<file path="config.mk">
export PLATFORM = sky130hd
export DESIGN_NAME = half_space_triangle_rasterizer
export DESIGN_NICKNAME = d
export VERILOG_FILES = /design/src/hw/rtl/hstr_pkg.sv /design/src/hw/rtl/hstr_edge_unit.sv /design/src/hw/rtl/hstr_seq.sv /design/src/hw/rtl/half_space_triangle_rasterizer.sv
export VERILOG_INCLUDE_DIRS = /design/src /design/src/hw/rtl
export SDC_FILE = /design/constraint.sdc
export NUM_CORES = 2
export LEC_CHECK = 0
export BUFFER_PORTS_ARGS = -buffer_cell sky130_fd_sc_hd__buf_4
export CAP_MARGIN = 10
export CORE_UTILIZATION = 50
export CTS_BUF_LIST = sky130_fd_sc_hd__clkbuf_16
export DETAILED_ROUTE_END_ITERATION = 7
export PLACE_DENSITY = 0.81
export SETUP_SLACK_MARGIN = 0.4
export SKIP_CTS_REPAIR_TIMING = 1
export SKIP_LAST_GASP = 1
export SLEW_MARGIN = 20
export SYNTH_ARGS = -nofsm -noshare
export SYNTH_HDL_FRONTEND = slang
export SYNTH_HIERARCHICAL = 1
export SYNTH_SLANG_ARGS = --single-unit
export TNS_END_PERCENT = 50
</file>
<file path="constraint.sdc">
create_clock -name i_clk -period 9.9 [get_ports i_clk]
set_clock_uncertainty 0.15 [all_clocks]
set_input_delay 1.98 -clock i_clk [delete_from_list [all_inputs] [get_ports i_clk]]
set_output_delay 1.98 -clock i_clk [all_outputs]
set_load 0.02 [all_outputs]
</file>
<file path="src/hw/rtl/half_space_triangle_rasterizer_assert.svh">
// Assertion macros used by the rasterizer sequencer.
`ifndef HALF_SPACE_TRIANGLE_RASTERIZER_ASSERT_SVH
`define HALF_SPACE_TRIANGLE_RASTERIZER_ASSERT_SVH

// Same-cycle implication, disabled while reset is asserted.
`define HSTR_ASSERT(label, clk, rst_n, ante, cons) \
    label: assert property (@(posedge clk) disable iff (!rst_n) (ante) |-> (cons)) \
        else $error("rasterizer assertion failed");

// Next-cycle implication, disabled while reset is asserted.
`define HSTR_ASSERT_NEXT(label, clk, rst_n, ante, cons) \
    label: assert property (@(posedge clk) disable iff (!rst_n) (ante) |=> (cons)) \
        else $error("rasterizer assertion failed");

`endif

</file>
<file path="src/hw/rtl/hstr_pkg.sv">
package hstr_pkg;

    localparam int CRD_W     = 10;
    localparam int FRAC_W    = 4;
    localparam int PX_W      = 7;
    localparam int ROW_W     = 6;
    localparam int COV_W     = 64;
    localparam int OPD_W     = 12;
    localparam int PRD_W     = 2 * OPD_W;
    localparam int EDGE_W    = 25;
    localparam int NUM_EDGES = 3;

    localparam logic [CRD_W:0] ROUND_ADD = (CRD_W + 1)'(15);

    typedef logic [CRD_W-1:0] t_coord;
    typedef logic [PX_W-1:0]  t_px;

    typedef enum logic [2:0] {
        EU_C_PX,
        EU_C_PY,
        EU_Y0,
        EU_X0,
        EU_STEP_X,
        EU_STEP_Y
    } t_eu_op;

    typedef struct packed {
        logic   en;
        logic   row_wr;
        t_eu_op op;
    } t_eu_ctrl;

    typedef enum logic [2:0] {
        ST_IDLE,
        ST_C_PX,
        ST_C_PY,
        ST_Y0,
        ST_X0,
        ST_WALK,
        ST_EMIT,
        ST_NEXT
    } t_state;

    // Pixel bound of a fixed-point coordinate, rounded up.
    function automatic t_px px_ceil(input t_coord v);
        logic [CRD_W:0] s;
        s = {1'b0, v} + ROUND_ADD;
        return PX_W'(s >> FRAC_W);
    endfunction

endpackage

</file>
<file path="src/hw/rtl/hstr_edge_unit.sv">
module hstr_edge_unit (
    input  logic              i_clk,
    input  hstr_pkg::t_eu_ctrl i_ctrl,
    input  hstr_pkg::t_coord  i_ax,
    input  hstr_pkg::t_coord  i_ay,
    input  hstr_pkg::t_coord  i_bx,
    input  hstr_pkg::t_coord  i_by,
    input  hstr_pkg::t_coord  i_cx,
    input  hstr_pkg::t_coord  i_cy,
    input  hstr_pkg::t_px     i_minx,
    input  hstr_pkg::t_px     i_miny,
    output logic              o_inside
);
    import hstr_pkg::*;

    t_coord                   w_px [NUM_EDGES];
    t_coord                   w_py [NUM_EDGES];
    t_coord                   w_qx [NUM_EDGES];
    t_coord                   w_qy [NUM_EDGES];
    logic signed [OPD_W-1:0]  w_dx [NUM_EDGES];
    logic signed [OPD_W-1:0]  w_dy [NUM_EDGES];
    logic                     w_tl [NUM_EDGES];
    logic signed [EDGE_W-1:0] w_acc [NUM_EDGES];
    logic signed [OPD_W-1:0]  w_opa [NUM_EDGES];
    logic signed [OPD_W-1:0]  w_opb [NUM_EDGES];
    logic                     w_cin [NUM_EDGES];
    logic signed [PRD_W-1:0]  w_prod [NUM_EDGES];
    logic signed [EDGE_W-1:0] w_sum [NUM_EDGES];
    logic signed [EDGE_W-1:0] r_e [NUM_EDGES];
    logic signed [EDGE_W-1:0] r_row [NUM_EDGES];
    logic signed [OPD_W-1:0]  w_minx16;
    logic signed [OPD_W-1:0]  w_miny16;

    assign w_minx16 = $signed({1'b0, i_minx, 4'b0000});
    assign w_miny16 = $signed({1'b0, i_miny, 4'b0000});

    always_comb begin
        w_px[0] = i_ax; w_py[0] = i_ay; w_qx[0] = i_bx; w_qy[0] = i_by;
        w_px[1] = i_bx; w_py[1] = i_by; w_qx[1] = i_cx; w_qy[1] = i_cy;
        w_px[2] = i_cx; w_py[2] = i_cy; w_qx[2] = i_ax; w_qy[2] = i_ay;
        for (int i = 0; i < NUM_EDGES; i++) begin
            w_dx[i] = $signed({2'b00, w_px[i]}) - $signed({2'b00, w_qx[i]});
            w_dy[i] = $signed({2'b00, w_py[i]}) - $signed({2'b00, w_qy[i]});
            // Top-left edges get one unit added to their edge constant, so a pixel exactly on them counts as inside.
            w_tl[i] = w_dy[i][OPD_W-1] || ((w_dy[i] == '0) && !w_dx[i][OPD_W-1]
                      && (w_dx[i] != '0));
            w_cin[i] = 1'b0;
            case (i_ctrl.op)
                EU_C_PX: begin
                    w_acc[i] = '0;
                    w_opa[i] = w_dy[i];
                    w_opb[i] = $signed({2'b00, w_px[i]});
                end
                EU_C_PY: begin
                    w_acc[i] = r_e[i];
                    w_opa[i] = -w_dx[i];
                    w_opb[i] = $signed({2'b00, w_py[i]});
                    w_cin[i] = w_tl[i];
                end
                EU_Y0: begin
                    w_acc[i] = r_e[i];
                    w_opa[i] = w_dx[i];
                    w_opb[i] = w_miny16;
                end
                EU_X0: begin
                    w_acc[i] = r_e[i];
                    w_opa[i] = -w_dy[i];
                    w_opb[i] = w_minx16;
                end
                EU_STEP_X: begin
                    w_acc[i] = r_e[i];
                    w_opa[i] = -w_dy[i];
                    w_opb[i] = OPD_W'(16);
                end
                EU_STEP_Y: begin
                    w_acc[i] = r_row[i];
                    w_opa[i] = w_dx[i];
                    w_opb[i] = OPD_W'(16);
                end
                default: begin
                    w_acc[i] = r_e[i];
                    w_opa[i] = '0;
                    w_opb[i] = '0;
                end
            endcase
            w_prod[i] = w_opa[i] * w_opb[i];
            w_sum[i]  = w_acc[i] + EDGE_W'(w_prod[i]) + EDGE_W'({1'b0, w_cin[i]});
        end
    end

    always_ff @(posedge i_clk) begin
        for (int i = 0; i < NUM_EDGES; i++) begin
            if (i_ctrl.en) begin
                r_e[i] <= w_sum[i];
            end
            if (i_ctrl.en && i_ctrl.row_wr) begin
                r_row[i] <= w_sum[i];
            end
        end
    end

    assign o_inside = !r_e[0][EDGE_W-1] && (r_e[0] != '0)
                   && !r_e[1][EDGE_W-1] && (r_e[1] != '0)
                   && !r_e[2][EDGE_W-1] && (r_e[2] != '0);

endmodule

</file>
<file path="src/hw/rtl/hstr_seq.sv">
`include "half_space_triangle_rasterizer_assert.svh"

module hstr_seq #(
    parameter int SCREEN_WIDTH  = 64,
    parameter int SCREEN_HEIGHT = 64
) (
    input  logic                     i_clk,
    input  logic                     i_rst_n,
    input  logic                     i_in_valid,
    output logic                     o_in_ready,
    input  hstr_pkg::t_coord         i_ax,
    input  hstr_pkg::t_coord         i_ay,
    input  hstr_pkg::t_coord         i_bx,
    input  hstr_pkg::t_coord         i_by,
    input  hstr_pkg::t_coord         i_cx,
    input  hstr_pkg::t_coord         i_cy,
    input  logic                     i_inside,
    output hstr_pkg::t_eu_ctrl       o_ctrl,
    output hstr_pkg::t_px            o_minx,
    output hstr_pkg::t_px            o_miny,
    output logic                     o_out_valid,
    input  logic                     i_out_ready,
    output logic [hstr_pkg::ROW_W-1:0] o_row,
    output logic [SCREEN_WIDTH-1:0]  o_coverage,
    output logic                     o_last_row
);
    import hstr_pkg::*;

    localparam int  XIW    = $clog2(SCREEN_WIDTH);
    localparam t_px MAX_X  = PX_W'(SCREEN_WIDTH);
    localparam t_px MAX_Y  = PX_W'(SCREEN_HEIGHT);

    t_state                  r_state, n_state;
    t_px                     r_minx, n_minx;
    t_px                     r_maxx, n_maxx;
    t_px                     r_miny, n_miny;
    t_px                     r_maxy, n_maxy;
    t_px                     r_x, n_x;
    t_px                     r_y, n_y;
    logic [SCREEN_WIDTH-1:0] r_mask, n_mask;
    logic                    r_out_valid, n_out_valid;
    logic [ROW_W-1:0]        r_out_row, n_out_row;
    logic [SCREEN_WIDTH-1:0] r_out_cov, n_out_cov;
    logic                    r_out_last, n_out_last;
    t_coord                  w_lox, w_hix, w_loy, w_hiy;
    t_px                     w_bx_hi, w_by_hi;
    t_px                     w_y_inc;
    t_px                     w_x_inc;
    logic                    w_last;
    logic                    w_out_free;

    always_comb begin
        w_lox = (i_ax < i_bx) ? i_ax : i_bx;
        w_lox = (w_lox < i_cx) ? w_lox : i_cx;
        w_hix = (i_ax > i_bx) ? i_ax : i_bx;
        w_hix = (w_hix > i_cx) ? w_hix : i_cx;
        w_loy = (i_ay < i_by) ? i_ay : i_by;
        w_loy = (w_loy < i_cy) ? w_loy : i_cy;
        w_hiy = (i_ay > i_by) ? i_ay : i_by;
        w_hiy = (w_hiy > i_cy) ? w_hiy : i_cy;
        w_bx_hi = px_ceil(w_hix);
        w_by_hi = px_ceil(w_hiy);
    end

    assign w_y_inc    = r_y + PX_W'(1);
    assign w_x_inc    = r_x + PX_W'(1);
    assign w_last     = (w_y_inc == r_maxy);
    assign w_out_free = !r_out_valid || i_out_ready;

    always_ff @(posedge i_clk) begin
        if (!i_rst_n) begin
            r_state     <= ST_IDLE;
            r_out_valid <= 1'b0;
        end else begin
            r_state     <= n_state;
            r_out_valid <= n_out_valid;
        end
    end

    always_ff @(posedge i_clk) begin
        r_minx     <= n_minx;
        r_maxx     <= n_maxx;
        r_miny     <= n_miny;
        r_maxy     <= n_maxy;
        r_x        <= n_x;
        r_y        <= n_y;
        r_mask     <= n_mask;
        r_out_row  <= n_out_row;
        r_out_cov  <= n_out_cov;
        r_out_last <= n_out_last;
    end

    always_comb begin
        n_state     = r_state;
        n_minx      = r_minx;
        n_maxx      = r_maxx;
        n_miny      = r_miny;
        n_maxy      = r_maxy;
        n_x         = r_x;
        n_y         = r_y;
        n_mask      = r_mask;
        n_out_valid = r_out_valid;
        n_out_row   = r_out_row;
        n_out_cov   = r_out_cov;
        n_out_last  = r_out_last;
        o_in_ready  = 1'b0;
        o_ctrl      = '{en: 1'b0, row_wr: 1'b0, op: EU_STEP_X};

        if (r_out_valid && i_out_ready) begin
            n_out_valid = 1'b0;
        end

        case (r_state)
            ST_IDLE: begin
                o_in_ready = 1'b1;
                if (i_in_valid) begin
                    n_state = ST_C_PX;
                end
            end
            ST_C_PX: begin
                o_ctrl  = '{en: 1'b1, row_wr: 1'b0, op: EU_C_PX};
                n_minx  = px_ceil(w_lox);
                n_maxx  = (w_bx_hi > MAX_X) ? MAX_X : w_bx_hi;
                n_miny  = px_ceil(w_loy);
                n_maxy  = (w_by_hi > MAX_Y) ? MAX_Y : w_by_hi;
                n_state = ST_C_PY;
            end
            ST_C_PY: begin
                o_ctrl  = '{en: 1'b1, row_wr: 1'b0, op: EU_C_PY};
                n_state = (r_maxy <= r_miny) ? ST_IDLE : ST_Y0;
            end
            ST_Y0: begin
                o_ctrl  = '{en: 1'b1, row_wr: 1'b0, op: EU_Y0};
                n_state = ST_X0;
            end
            ST_X0: begin
                o_ctrl  = '{en: 1'b1, row_wr: 1'b1, op: EU_X0};
                n_x     = r_minx;
                n_y     = r_miny;
                n_mask  = '0;
                n_state = (r_minx < r_maxx) ? ST_WALK : ST_EMIT;
            end
            ST_WALK: begin
                o_ctrl = '{en: 1'b1, row_wr: 1'b0, op: EU_STEP_X};
                if (i_inside) begin
                    n_mask[r_x[XIW-1:0]] = 1'b1;
                end
                n_x = w_x_inc;
                if (w_x_inc == r_maxx) begin
                    n_state = ST_EMIT;
                end
            end
            ST_EMIT: begin
                if (w_out_free) begin
                    n_out_valid = 1'b1;
                    n_out_row   = r_y[ROW_W-1:0];
                    n_out_cov   = r_mask;
                    n_out_last  = w_last;
                    n_state     = w_last ? ST_IDLE : ST_NEXT;
                end
            end
            ST_NEXT: begin
                o_ctrl  = '{en: 1'b1, row_wr: 1'b1, op: EU_STEP_Y};
                n_y     = w_y_inc;
                n_x     = r_minx;
                n_mask  = '0;
                n_state = (r_minx < r_maxx) ? ST_WALK : ST_EMIT;
            end
            default: begin
                n_state = ST_IDLE;
            end
        endcase
    end

    assign o_minx      = r_minx;
    assign o_miny      = r_miny;
    assign o_out_valid = r_out_valid;
    assign o_row       = r_out_row;
    assign o_coverage  = r_out_cov;
    assign o_last_row  = r_out_last;

    `HSTR_ASSERT(a_walk_in_box, i_clk, i_rst_n, r_state == ST_WALK, r_x < r_maxx)
    `HSTR_ASSERT(a_emit_in_box, i_clk, i_rst_n, r_state == ST_EMIT, r_y < r_maxy)
    `HSTR_ASSERT(a_mask_below_x, i_clk, i_rst_n, r_state == ST_WALK, (r_mask >> r_x) == '0)
    `HSTR_ASSERT_NEXT(a_last_row_ends, i_clk, i_rst_n,
        (r_state == ST_EMIT) && w_out_free && w_last, r_state == ST_IDLE)

endmodule

</file>
<file path="src/hw/rtl/half_space_triangle_rasterizer.sv">
// Channel  Direction  Handshake                  Payload
// in       input      i_in_valid / o_in_ready    i_ax i_ay i_bx i_by i_cx i_cy
// out      output     o_out_valid / i_out_ready  o_row o_coverage o_last_row
//
// One shared three-lane multiply-add unit first forms the edge values in four steps and
// then tests one pixel per cycle along each row of the box. A triangle whose box has no
// rows goes back to idle after the C_PX and C_PY steps. A new triangle is taken only
// while the sequencer is idle; a row result sits in an output register, so the sequencer
// stalls on a full register only.
// Reset is synchronous and active low and clears the sequencer state and output valid.
module half_space_triangle_rasterizer #(
    parameter int SCREEN_WIDTH  = 64,
    parameter int SCREEN_HEIGHT = 64
) (
    input  logic                          i_clk,
    input  logic                          i_rst_n,
    input  logic                          i_in_valid,
    output logic                          o_in_ready,
    input  hstr_pkg::t_coord              i_ax,
    input  hstr_pkg::t_coord              i_ay,
    input  hstr_pkg::t_coord              i_bx,
    input  hstr_pkg::t_coord              i_by,
    input  hstr_pkg::t_coord              i_cx,
    input  hstr_pkg::t_coord              i_cy,
    output logic                          o_out_valid,
    input  logic                          i_out_ready,
    output logic [hstr_pkg::ROW_W-1:0]    o_row,
    output logic [hstr_pkg::COV_W-1:0]    o_coverage,
    output logic                          o_last_row
);
    import hstr_pkg::*;

    t_coord                  r_ax, r_ay, r_bx, r_by, r_cx, r_cy;
    t_eu_ctrl                w_ctrl;
    t_px                     w_minx;
    t_px                     w_miny;
    logic                    w_inside;
    logic                    w_in_ready;
    logic [SCREEN_WIDTH-1:0] w_cov;

    always_ff @(posedge i_clk) begin
        if (i_in_valid && w_in_ready) begin
            r_ax <= i_ax;
            r_ay <= i_ay;
            r_bx <= i_bx;
            r_by <= i_by;
            r_cx <= i_cx;
            r_cy <= i_cy;
        end
    end

    hstr_seq #(
        .SCREEN_WIDTH  (SCREEN_WIDTH),
        .SCREEN_HEIGHT (SCREEN_HEIGHT)
    ) u_seq (
        .i_clk       (i_clk),
        .i_rst_n     (i_rst_n),
        .i_in_valid  (i_in_valid),
        .o_in_ready  (w_in_ready),
        .i_ax        (r_ax),
        .i_ay        (r_ay),
        .i_bx        (r_bx),
        .i_by        (r_by),
        .i_cx        (r_cx),
        .i_cy        (r_cy),
        .i_inside    (w_inside),
        .o_ctrl      (w_ctrl),
        .o_minx      (w_minx),
        .o_miny      (w_miny),
        .o_out_valid (o_out_valid),
        .i_out_ready (i_out_ready),
        .o_row       (o_row),
        .o_coverage  (w_cov),
        .o_last_row  (o_last_row)
    );

    hstr_edge_unit u_edge (
        .i_clk    (i_clk),
        .i_ctrl   (w_ctrl),
        .i_ax     (r_ax),
        .i_ay     (r_ay),
        .i_bx     (r_bx),
        .i_by     (r_by),
        .i_cx     (r_cx),
        .i_cy     (r_cy),
        .i_minx   (w_minx),
        .i_miny   (w_miny),
        .o_inside (w_inside)
    );

    assign o_in_ready = w_in_ready;
    assign o_coverage = COV_W'(w_cov);

endmodule

</file>
; Yosys cells after proc, flatten, opt, wreduce, memory -nomap -nowiden
; Memory sizes are Yosys's and may differ from the RTL's.
; Cells that the tools add are included.
; Widths: inputs -> output; s select.
[op_classes]
n_div = 0
n_mul = 3
n_eq_ne = 18
n_shift = 0
n_mux = 42
n_reduce_logical = 46
magnitude_cmp = 14
n_addsub = 24
bitwise_logic = 1
[op_table]
columns = operator, n
row1 = $pmux 11 s5, 3
row2 = $pmux 25 s2, 3
row3 = $pmux 12 s4, 3
row4 = $pmux 64 s2, 1
row5 = $mux 10, 8
row6 = $add 25x1->25, 3
row7 = $add 25x25->25, 3
row8 = $reduce_bool 25->1, 3
row9 = $mul 12x12->24, 3
row10 = $neg 12->12, 6
row11 = $sub 10x10->11, 6
row12 = $mux 64, 1
row13 = $or 64x64->64, 1
row14 = $add 10x4->11 const B, 4
row15 = $gt 10x10->1, 4
row16 = $lt 10x10->1, 4
row17 = $logic_not 12->1, 3
row18 = $reduce_bool 12->1, 3
row19 = $pmux 5 s6, 1
row20 = $pmux 7 s2, 2
row21 = $pmux 3 s7, 1
row22 = $eq 3x3->1 const B, 6
row23 = $logic_and 1x1->1, 15
row24 = $add 7x1->7 const B, 2
row25 = other kinds (21), 59
[totals]
ramBits = 150
output_inout_bits = 73
n_memories = 2
latch_bits = 0
regBits = 241
mem_bits_ro = 0
[memory_table]
columns = name, words, width, rd, rd_ports_with_merged_regs, write_ports, line
row1 = u_edge.r_e, 3, 25, 3, 0, 3, hstr_edge_unit.sv:29  ; logic signed [EDGE_W-1:0] r_e [NUM_EDGES];
row2 = u_edge.r_row, 3, 25, 3, 0, 3, hstr_edge_unit.sv:30  ; logic signed [EDGE_W-1:0] r_row [NUM_EDGES];

; Depth between registers and ports, before layout
; An unclocked memory read counts as a cell.
[depth]
depth_word = 9
depth_mapped = 43
mapped_depth_nobuf = 41

; Hierarchy
; The synthesis kept the hierarchy.
[modules_own_cells]
columns = mod, seq_area_each_um2, cells_each, area_each_um2, n_inst
row1 = hstr_edge_unit, 4504.3, 3429, 30201.5, 1
row2 = hstr_seq, 5395.2, 919, 10248.6, 1
row3 = half_space_triangle_rasterizer, 1801.7, 61, 1808.0, 1

; Worst setup path before layout
; Ideal clock, no wire load.
[synth_path]
path_kind = reg-to-reg
startpoint = register u_seq.r_state[1]
endpoint = memory u_edge.r_e[2][24], in the netlist u_edge/r_e[0][74] (data pin)
slack_ps = 459
stages_incl_launch_ff = 36
synth_period_minus_slack_ps = 9441
required_time_ps = 9479
arrival_ps = 9020
cell_sequence = dfxtp_1 -> clkbuf_1 -> nand2b_1 -> nand3_1 -> clkbuf_1 -> o21ai_0 -> clkbuf_1 -> clkbuf_1 -> buf_1 -> nand2_1 -> o211a_1 -> o32ai_1 -> nand2_1 -> fa_1 -> inv_1 -> ha_1 -> fa_1 -> inv_1 -> fa_1 -> fa_1 -> inv_1 -> ha_1 -> a21oi_1 -> o21bai_1 -> a211oi_1 -> o31ai_1 -> a21oi_1 -> xnor2_1 -> ha_1 -> a21oi_1 -> or4b_2 -> o21ai_0 -> nand3_1 -> a31o_2 -> a21oi_1 -> xnor3_1
[synth_rtl]
columns = element, line
row1 = "start, declared", hstr_seq.sv:33  ; t_state r_state, n_state;
row2 = "start signal, assigned", hstr_seq.sv:75  ; r_state <= n_state;
row3 = "end, declared", hstr_edge_unit.sv:29

==> run_results.csv <==
group,metric,value,unit
logic_synthesis,synth_cell_types,103,
place,place_area,45700,µm²
place,gp_congestion,1.06,
logic_synthesis,ys_seq_area_frac,0.277,
place,portBuffers,136,
min_path,worst_hold_path.endpoint,"u_seq/o_coverage[34]$_DFFE_PP_",
status,status,"completed",
logic_synthesis,synth_area,42300,µm²
logic_synthesis,ys_top_cells_by_area,"edfxtp_1 28%, fa_1 18%, ha_1 11%",
layout,drive_gt1_frac,0.164,
layout,nFillCells,6812,
sta,maxSlewViolCount,0,
min_path,hold_depth,0,
cts,root_buffer,"clkbuf_16",
global_route,grt_pass1_wl,185000,µm
floorplanning,die_x,293,µm
logic_synthesis,ys_seq_elements,391,
place,dp_hpwl,94600,µm
worst_setup_path,worst_setup_path_start_kind,"flip-flop",
global_route,antenna_found_initial,2,
cts,clkSinkCount,391,
cts,cts_tree,"built",
route,vias,34523,
worst_setup_path,r2r-end,"u_edge/r_row[0][49]$_DFFE_PP_",
worst_setup_path,criticalPathCategory,"flip-flop to flip-flop",
cts,clkLatencyLatePin,0.60,ns
logic_synthesis,synthArstFlopShare,0,
route,first_pass_iters,6,
worst_setup_path,crit_path_frequent_cell,"fa_1",
cts,cts_buffer_depth,3,
place,dp_cells,5742,
route,routed_wl,122000,µm
min_path,min_path_type,"flip-flop to flip-flop",
worst_setup_path,critPathMaxStageDelay,0.56,ns
route,drtIter0Drc,3003,
logic_synthesis,synthFlopType,"edfxtp_1",
layout,design_area,49000,µm²
sta,timing.slew.headroom,0.238,
flow_run,maxCapViolCount,0,
sta,finalCritPeriodShare,0.949,
worst_setup_path,rrSetupSlack,0.50,ns
sta,setup_viol,0,
floorplanning,die_area,85700,µm²
logic_synthesis,yosysMostFrequentCell,"inv_1",
logic_synthesis,avgSynthCellArea,9.58,µm²
layout,layoutNonFillerInstCount,5899,
sta,min_period,9.40,ns
global_route,grt_usage,0.277,
worst_setup_path,r2r_start,"r_cy[2]$_DFFE_PP_",
worst_setup_path,worstPathMaxFanout,7,
route,post_drt_wl_per_cell,20.7,µm
global_route,grt_overflow_total,0,
min_path,holdCritStartpoint,"u_seq/r_mask[34]$_SDFFCE_PN0P_",
logic_synthesis,synth_cells,4409,
worst_setup_path,critPathTopFamily,"adder cells",
worst_setup_path,critPathSlowestCell,"or4b_4",
layout,antenna_cells,0,
logic_synthesis,synth_nets,5227,
cts,clk_pin_slew,0.06,ns
floorplanning,io_pins,137,
global_route,grt_max_degree,72,
cts,cts_buffers,43,
sta,worstMarginPinSlew,1.14,ns
sta,hold_viol_final,0,
floorplanning,num_rows,106,
worst_setup_path,crit_buf_inv,7,
sta,rsz0062_at_grt,"yes",
layout,syn_to_final_growth,15.9,%
floorplanning,die_h,293,µm
route,ant_nets,0,
worst_setup_path,arrival,9.59,ns
floorplanning,initial_utilization,0.505,
logic_synthesis,synth.top_cell.area_share,0.275,
worst_setup_path,worst_setup_path_end_kind,"flip-flop",
worst_setup_path,rr_worst_depth,35,
floorplanning,core-area,83700,µm²
logic_synthesis,yosysTopAreaCell,"edfxtp_1",
logic_synthesis,synth-edff-count,387,
route,viasPerCell,5.85,
logic_synthesis,synth_common_cells,"673 x inv_1, 405 x nand2_1, 387 x edfxtp_1, 381 x fa_1, 373 x ha_1",
route,drc,0,
logic_synthesis,yosysWarnings,6,
cts,cts_max_level,2,
sta,fmax,106,MHz
global_route,first_global_vias,33765,
layout,layout.nets,5554,
worst_setup_path,required,10.09,ns
-- worst max-delay path by stage --
stage	from	end	slack [ns]	cells after the start
final	r_cy[2]$_DFFE_PP_	u_edge/r_row[0][49]$_DFFE_PP_	0.50	35
after global routing	r_by[0]$_DFFE_PP_	u_edge/r_e[0][49]$_DFFE_PP_	0.22	38
after CTS	r_by[0]$_DFFE_PP_	u_edge/r_e[0][49]$_DFFE_PP_	-0.14	37
after detailed placement	r_by[0]$_DFFE_PP_	u_edge/r_e[0][49]$_DFFE_PP_	-0.08	37
after global placement	r_bx[0]$_DFFE_PP_	u_edge/r_row[0][49]$_DFFE_PP_	0.09	36
after floorplan	u_seq/r_state[1]$_SDFFE_PN0P_	u_edge/r_e[0][74]$_DFFE_PP_	0.46	35
-- per-stage QoR --
| step | utilization | worst slack, ns | hold slack [ns] | setup TNS (ns) |
|---|---|---|---|---|
| floorplan | - | 0.459 | 0.277 | 0 |
| global placement | 0.546 | 0.0868 | 0.286 | 0 |
| detailed placement | 0.546 | -0.0762 | 0.289 | -0.176 |
| CTS | 0.562 | -0.136 | 0.302 | -0.456 |
| global route | 0.585 | 0.220 | 0.316 | 0 |
| finish | 0.585 | 0.502 | 0.303 | 0 |
-- cell families after synthesis --
kind of cell               Yosys count  synth area share
adders and majority gates          754             0.291
xor gates and xnor gates           274            0.0589
and+or+nand+nor                   1154             0.128
muxes                               79            0.0201
DFF                                391             0.277
AOI/OAI and AO/OA                  941             0.151
buffers and inverters              816            0.0742
-- cell type report --
class | instances | area (µm²) | share of cell area
Clock buffer | 43 | 1080 | 0.0220
Multi-Input combinational cell | 3202 | 28700 | 0.586
Sequential cell | 391 | 11700 | 0.239
Clock inverter | 31 | 289 | 0.00590
Tap cell | 1134 | 1420 | 0.0290
Inverter | 675 | 2530 | 0.0517
Timing Repair Buffer | 423 | 3250 | 0.0664
-- layer usage --
| metal | part of all wire | routed length [µm] | up-vias | global-route usage |
|---|---|---|---|---|
| met2 | 0.47 | 57600 | 1526 | 0.465 |
| met4 | 0.053 | 6470 | 2 | 0.123 |
| met5 | 0.00011 | 13 | - | 0 |
| li1 | - | - | 15813 | - |
| met3 | 0.083 | 10100 | 359 | 0.0494 |
| met1 | 0.39 | 47800 | 16823 | 0.348 |
-- placed cells by master, fill, tap and decap left out, types with 29 or more instances in the layout --
cell type / count
and2_1: 70
nand2b_1: 35
a21o_1: 67
a22o_1: 76
buf_4: 411
nor4_1: 31
nor2_1: 285
a21oi_2: 29
fa_1: 369
mux2i_1: 57
and3_1: 29
o21ai_0: 119
o211ai_1: 29
nand2_1: 388
nor2b_1: 54
o21a_1: 42
nand3_1: 62
a21oi_1: 248
edfxtp_1: 387
inv_1: 660
ha_1: 351
xor2_1: 56
nor3_1: 47
xnor2_1: 194
clkbuf_16: 44
-- sequential cells by signal, summed over array words and instances, names as in the netlist, 10 cells and up --
register,flops
r_ay,10
u_seq/r_mask,64
r_ax,10
u_seq/o_coverage,64
r_by,10
r_cx,10
r_cy,10
u_edge/r_row,75
u_edge/r_e,75
r_bx,10
Power is not shown: default switching activity piles up to over one toggle a cycle in this logic, so the estimate is an artifact.
